File: config.mk
export PLATFORM = sky130hd
export DESIGN_NAME = rfc_track
export DESIGN_NICKNAME = d
export VERILOG_FILES = /design/src/rtl/assert_macros.svh /design/src/rtl/rfc_pkg.sv /design/src/rtl/rfc_track.sv
export SDC_FILE = /design/constraint.sdc
export NUM_CORES = 1
export LEC_CHECK = 0
export ABC_AREA = 1
export ABC_CLOCK_PERIOD_IN_PS = 1900
export CAP_MARGIN = 20
export CORE_MARGIN = 3
export CORE_UTILIZATION = 60
export CTS_CLUSTER_DIAMETER = 30
export DETAILED_ROUTE_END_ITERATION = 8
export DONT_BUFFER_PORTS = 1
export GPL_ROUTABILITY_DRIVEN = 0
export PLACE_DENSITY = 0.82
export SLEW_MARGIN = 20
export SYNTH_ARGS = -nofsm -noshare
export SYNTH_HDL_FRONTEND = slang
export SYNTH_SLANG_ARGS = --single-unit
File: constraint.sdc
create_clock -name i_clk -period 1.9 [get_ports i_clk]
set_input_delay 0.285 -clock i_clk [delete_from_list [all_inputs] [get_ports i_clk]]
set_output_delay 0.285 -clock i_clk [all_outputs]
set_load 0.02 [all_outputs]
File: src/rtl/assert_macros.svh
// ----------------------------------------------------------------------------
// assert_macros.svh
// Concurrent assertion helpers, included by rx_frame_classifier.
// ----------------------------------------------------------------------------
`ifndef ASSERT_MACROS_SVH
`define ASSERT_MACROS_SVH

// Check a property on every clock edge outside reset
`define ASSERT_ON_CLK(lbl, clk, rst_n, prop, msg) \
    lbl: assert property (@(posedge clk) disable iff (!rst_n) prop) else $error(msg);

// Check a property on every clock edge, reset included
`define ASSERT_ALWAYS(lbl, clk, prop, msg) \
    lbl: assert property (@(posedge clk) prop) else $error(msg);

`endif

File: src/rtl/rfc_pkg.sv
// ----------------------------------------------------------------------------
// rfc_pkg
// Types, constants and the verdict function of the received frame classifier.
// ----------------------------------------------------------------------------
package rfc_pkg;

    localparam int MAX_FRAME = 64;
    localparam int MIN_FRAME = 14;
    localparam int COUNT_W   = 7;
    localparam int CFG_IDX_W = 3;
    localparam int CFG_DATA_W = 32;

    localparam logic [7:0] ACK_OK_STATUS = 8'h01;

    // Byte positions inside a frame
    localparam logic [COUNT_W-1:0] POS_VERSION = COUNT_W'(1);
    localparam logic [COUNT_W-1:0] POS_COMMAND = COUNT_W'(2);
    localparam logic [COUNT_W-1:0] POS_HASH_LO = COUNT_W'(3);
    localparam logic [COUNT_W-1:0] POS_HASH_HI = COUNT_W'(6);
    localparam logic [COUNT_W-1:0] POS_CHILD_LO = COUNT_W'(7);
    localparam logic [COUNT_W-1:0] POS_CHILD_HI = COUNT_W'(10);
    localparam logic [COUNT_W-1:0] POS_SLOT = COUNT_W'(11);
    localparam logic [COUNT_W-1:0] COUNT_SAT = COUNT_W'(MAX_FRAME + 1);
    localparam logic [COUNT_W-1:0] LEN_MAX = COUNT_W'(MAX_FRAME);
    localparam logic [COUNT_W-1:0] LEN_MIN = COUNT_W'(MIN_FRAME);

    typedef enum logic [3:0] {
        ST_ACK_OK     = 4'd0,
        ST_PAIR_ME    = 4'd1,
        ST_SHORT      = 4'd2,
        ST_BAD_HEADER = 4'd3,
        ST_OTHER_CMD  = 4'd4,
        ST_BAD_SUM    = 4'd5,
        ST_ACK_MISS   = 4'd6,
        ST_PAIR_OTHER = 4'd7,
        ST_LONG       = 4'd8
    } t_status;

    typedef enum logic [CFG_IDX_W-1:0] {
        CFG_HEADER  = 3'd0,
        CFG_VERSION = 3'd1,
        CFG_ACK     = 3'd2,
        CFG_PAIR    = 3'd3,
        CFG_PARENT  = 3'd4,
        CFG_DEVICE  = 3'd5
    } t_cfg_idx;

    typedef struct packed {
        logic [7:0]  header_value;
        logic [7:0]  version_value;
        logic [7:0]  ack_code;
        logic [7:0]  pair_code;
        logic [31:0] paired_parent_hash;
        logic [31:0] own_device_id;
    } t_cfg;

    // One byte handed to the frame tracker
    typedef struct packed {
        logic       valid;
        logic [7:0] rx_byte;
        logic       frame_end;
    } t_step;

    // Frame state after the current byte; xor_before and prev hold the XOR and last byte from before it
    typedef struct packed {
        logic [COUNT_W-1:0] count;
        logic               prefix_bad;
        logic [7:0]         command;
        logic [31:0]        hash;
        logic [31:0]        child;
        logic [7:0]         slot;
        logic [7:0]         xor_before;
        logic [7:0]         prev;
    } t_frame;

    typedef struct packed {
        t_status            status;
        logic [31:0]        hash;
        logic [7:0]         slot;
        logic [COUNT_W-1:0] length;
    } t_result;

    // Verdict for a finished frame, checks in priority order
    function automatic t_status classify(input t_frame f, input t_cfg c);
        t_status s;
        if (f.count < LEN_MIN) begin
            s = ST_SHORT;
        end else if (f.count > LEN_MAX) begin
            s = ST_LONG;
        end else if (f.prefix_bad) begin
            s = ST_BAD_HEADER;
        end else if (f.command != c.ack_code && f.command != c.pair_code) begin
            s = ST_OTHER_CMD;
        end else if ((f.xor_before ^ f.prev) != f.prev) begin
            s = ST_BAD_SUM;
        end else if (f.command == c.ack_code) begin
            s = (f.hash == c.paired_parent_hash && f.child == c.own_device_id &&
                 f.slot == ACK_OK_STATUS) ? ST_ACK_OK : ST_ACK_MISS;
        end else begin
            s = (f.child == c.own_device_id) ? ST_PAIR_ME : ST_PAIR_OTHER;
        end
        return s;
    endfunction

endpackage

File: src/rtl/rfc_track.sv
// ----------------------------------------------------------------------------
// rfc_track
// Per-frame state: byte count, running XOR, last byte, prefix check and
// captures of command, hash, child id and slot byte.
// ----------------------------------------------------------------------------
module rfc_track
    import rfc_pkg::*;
(
    input  logic   i_clk,
    input  logic   i_rst_n,
    input  t_cfg   i_cfg,
    input  t_step  i_step,
    output t_frame o_frame
);

    logic [COUNT_W-1:0] r_count, n_count;
    logic [7:0]         r_xor, n_xor;
    logic [7:0]         r_last;
    logic               r_prefix_bad, n_prefix_bad;
    logic [7:0]         r_cmd, n_cmd;
    logic [31:0]        r_hash, n_hash;
    logic [31:0]        r_child, n_child;
    logic [7:0]         r_slot, n_slot;

    // Fold the incoming byte into the frame state
    always_comb begin
        n_count      = (r_count < COUNT_SAT) ? r_count + COUNT_W'(1) : r_count;
        n_xor        = r_xor;
        n_prefix_bad = r_prefix_bad;
        n_cmd        = r_cmd;
        n_hash       = r_hash;
        n_child      = r_child;
        n_slot       = r_slot;
        if (r_count == '0) begin
            if (i_step.rx_byte != i_cfg.header_value) n_prefix_bad = 1'b1;
        end else begin
            n_xor = r_xor ^ i_step.rx_byte;
            if (r_count == POS_VERSION && i_step.rx_byte != i_cfg.version_value)
                n_prefix_bad = 1'b1;
            if (r_count == POS_COMMAND) n_cmd = i_step.rx_byte;
            if (r_count inside {[POS_HASH_LO:POS_HASH_HI]})
                n_hash = {r_hash[23:0], i_step.rx_byte};
            if (r_count inside {[POS_CHILD_LO:POS_CHILD_HI]})
                n_child = {r_child[23:0], i_step.rx_byte};
            if (r_count == POS_SLOT) n_slot = i_step.rx_byte;
        end
    end

    // Present the updated state for the verdict
    always_comb begin
        o_frame.count      = n_count;
        o_frame.prefix_bad = n_prefix_bad;
        o_frame.command    = n_cmd;
        o_frame.hash       = n_hash;
        o_frame.child      = n_child;
        o_frame.slot       = n_slot;
        o_frame.xor_before = r_xor;
        o_frame.prev       = r_last;
    end

    // Advance on each byte, clear after the final one
    always_ff @(posedge i_clk) begin
        if (!i_rst_n || (i_step.valid && i_step.frame_end)) begin
            r_count      <= '0;
            r_xor        <= '0;
            r_last       <= '0;
            r_prefix_bad <= 1'b0;
            r_cmd        <= '0;
            r_hash       <= '0;
            r_child      <= '0;
            r_slot       <= '0;
        end else if (i_step.valid) begin
            r_count      <= n_count;
            r_xor        <= n_xor;
            r_last       <= i_step.rx_byte;
            r_prefix_bad <= n_prefix_bad;
            r_cmd        <= n_cmd;
            r_hash       <= n_hash;
            r_child      <= n_child;
            r_slot       <= n_slot;
        end
    end

endmodule

==> results.py <==
metrics = {
    "power": {
        "p_total_mw": 6.37,
        "peakVddDrop_uv": 727,
        "intPower_mw": 3.89,
        "powerDensity_nw_per_um2": 726,
        "power.leakage_nw": 4.37,
        "comb_power_share": 0.383,
        "p_seq_frac": 0.390,
        "pwr-share-clk": 0.227,
        "swShare": 0.389,
        "power.switching_mw": 2.48,
    },
    "clock_network": {
        "cts_buffer_depth": 2,
        "cts_hold_buf": 0,
        "cts_tree": "built",
        "clk_latency_ns": 0.39,
        "cts-root-buf": "clkbuf_8",
        "h-tree-depth": 3,
        "cts.clk_slew.worst_paths_ns": 0.09,
        "cts_buffers": 9,
        "clkSinkCount": 104,
    },
    "drt": {
        "firstDrtPassIters": 6,
        "dr.first_iter.drc_count": 867,
        "drc": 0,
        "viasPerCell": 6.22,
        "routedWlPerCell_um": 21.0,
        "ant_nets": 0,
        "routed_wl_mm": 25.0,
        "dr_total_vias": 7388,
    },
    "placed_design": {
        "placed_cell_area_sq_um": 6700,
        "hpwlAfterDp_mm": 10.9,
        "portBuffers": 0,
        "dp_cells": 1144,
        "dp_worst_setup_slack_ns": 0.0126,
    },
    "min_path": {
        "hold_path_startpoint": "i_step[7]",
        "min_delay_path_depth": 2,
        "hp-class": "input port to register",
        "hold_end": "r_last[6]",
    },
    "yosys": {
        "syn_avg_cell_area_sq_um": 6.19,
        "syn_inst": 989,
        "async_reset_ff_frac": 0,
        "synth_seq_cells": 104,
        "yosysUniqueCellTypes": 31,
        "ys_seq_area_frac": 0.340,
        "syn_nets": 1101,
        "ys_warn_count": 0,
        "synth-edff-count": 0,
        "ys.flop_type": "dfxtp_1",
        "syn-cell-area_sq_um": 6130,
    },
    "floorplan": {
        "fp.dieH_um": 107,
        "start_util": 0.621,
        "die_x_um": 107,
        "io_pins": 212,
        "core_sq_um": 9860,
        "dieArea_sq_um": 11500,
        "row_count": 36,
    },
    "setup_path": {
        "r2r_end": "r_count[1]",
        "r2r-start": "r_count[3]",
        "crit_type": "register to output pin",
        "r2r_cells": 12,
        "cp_max_fo": 8,
        "end_kind": "output pin",
        "r2r_slack_ns": -0.05,
        "worst_ep_arrival_time_ns": 2.03,
        "cp-start-kind": "register",
        "cp.required_ns": 1.62,
    },
    "sta": {
        "worstMarginPinSlew_ns": 0.413,
        "relSlewSlack": 0.724,
        "max_freq_mhz": 433,
        "tns_ns": -27.83,
        "period_minus_slack_ns": 2.31,
        "period_share": 1.22,
        "hold_viol_final": 0,
        "holdWs_ns": 0.0674,
        "setup_ws_ns": -0.412,
        "skew_ns": 0.0107,
        "drv_slew": 0,
        "setup_viol": 91,
        "rsz0062_at_grt": "yes",
    },
    "finish": {
        "nFillCells": 420,
        "final_cell_count_no_fill": 1188,
        "post-route-util": 0.890,
        "layout_common_cells": "168 x nor2_1, 138 x nand2_1, 108 x nand2_4",
        "final_layout_size_suffix_gt1_frac": 0.336,
        "seqCellArea_sq_um": 2100,
        "design_area_sq_um": 8780,
        "nets": 1162,
        "multi_input_area_sq_um": 4620,
        "final_common_cell": "nor2_1",
        "diodes": 0,
        "area_growth_pct": 43.4,
    },
    "grt": {
        "grt_max_degree": 167,
        "grt.total_usage": 0.310,
        "overflow": 0,
        "grt_pass1_vias": 5836,
        "grt_antenna_before_repair": 0,
        "grt_pass1_wl_mm": 28.6,
    },
    "status": {
        "outcome": "complete, but fails checks",
        "violations": "setup timing",
    },
    "job": {
        "max_cap_viol_count": 0,
    },
}
[power by group through the flow]
stage | clock network (mW) | registers (mW) | logic (mW)
6_report | 1.44 | 2.49 | 2.44
3_3_place_gp | 0 | 2.47 | 1.52
3_5_place_dp | 0 | 2.47 | 1.54
5_1_grt | 1.53 | 2.50 | 2.56
2_1_floorplan | 0 | 2.45 | 1.20
4_1_cts | 1.44 | 2.43 | 1.79
[what timing repair did]
item                       in CTS  in global routing
setup endpoints to repair      88                 88
gates cloned                    4                  7
resized for setup             154                235
buffers inserted                8                 11
pin swaps                      25                 52
[synth_stat cells (2+ instances only)]
cell type / n / area, sq um
buf_2: 15 / 75.1
buf_4: 4 / 30.0
a31oi_1: 8 / 50.1
nor2_1: 174 / 653
nand2_1: 257 / 965
nor3_1: 8 / 40.0
clkbuf_1: 40 / 150
nand4_4: 2 / 42.5
nand3_1: 104 / 521
nand2_2: 22 / 138
nand2_4: 3 / 33.8
buf_6: 8 / 90.1
dfxtp_1: 104 / 2080
nor3b_1: 8 / 60.1
a21oi_1: 17 / 85.1
nor2_8: 2 / 40.0
inv_1: 109 / 409
xnor2_1: 11 / 96.3
ha_1: 4 / 50.1
o21ai_1: 18 / 90.1
o21ai_0: 23 / 115
inv_2: 4 / 15.0
nor2_4: 2 / 22.5
nand4_1: 33 / 206
xor2_1: 3 / 26.3
[worst max path at each step]
stage / from / end / slack [ns]
2_1_floorplan: r_count[0] / o_frame[58] / 0.06
3_3_place_gp: r_count[0] / o_frame[61] / 0.03
3_5_place_dp: r_count[0] / o_frame[79] / 0.01
4_1_cts: r_count[2] / o_frame[31] / -0.29
5_1_grt: r_count[0] / o_frame[32] / -0.46
6_report: r_count[0] / o_frame[78] / -0.41
[cell families after synthesis]
logic type / Yosys count / synth area share
simple gates: 616 / 0.446
buf+inv: 183 / 0.128
flops: 104 / 0.340
compound gates: 68 / 0.0582
xor+xnor: 14 / 0.0200
fa+ha+maj: 4 / 0.00817
[layout make-up]
type / instances / share of cell area
well taps: 133 / 0.0189
multi-input cells: 704 / 0.526
clock inverters: 2 / 0.00114
inverters: 115 / 0.0500
repair buffers: 116 / 0.143
clock buffers: 14 / 0.0219
flip-flops and latches: 104 / 0.239
[routing by layer]
layer / global-route usage / up-vias / part of all wire
met2: 0.530 / 590 / 0.49
met3: 0.0987 / 158 / 0.11
li1: - / 3231 / -
met4: 0.0767 / 0 / 0.059
met5: 0 / - / 0
met1: 0.378 / 3409 / 0.34
[registers in the layout (all words and copies together) (netlist names)]
signal and cells:
r_child 32, r_cmd 8, r_count 7, r_hash 32, r_last 8, r_prefix_bad 1
r_slot 8, r_xor 8
[worst max-delay path: stages (launching register included)]
cell and delay (ns):
dfxtp_2 0.38, buf_4 0.19, ha_4 0.17, nand2_1 0.10
nand2_4 0.16, buf_4 0.20, nand4_1 0.26, nand2_4 0.18
(Power assumes the default switching activity.)
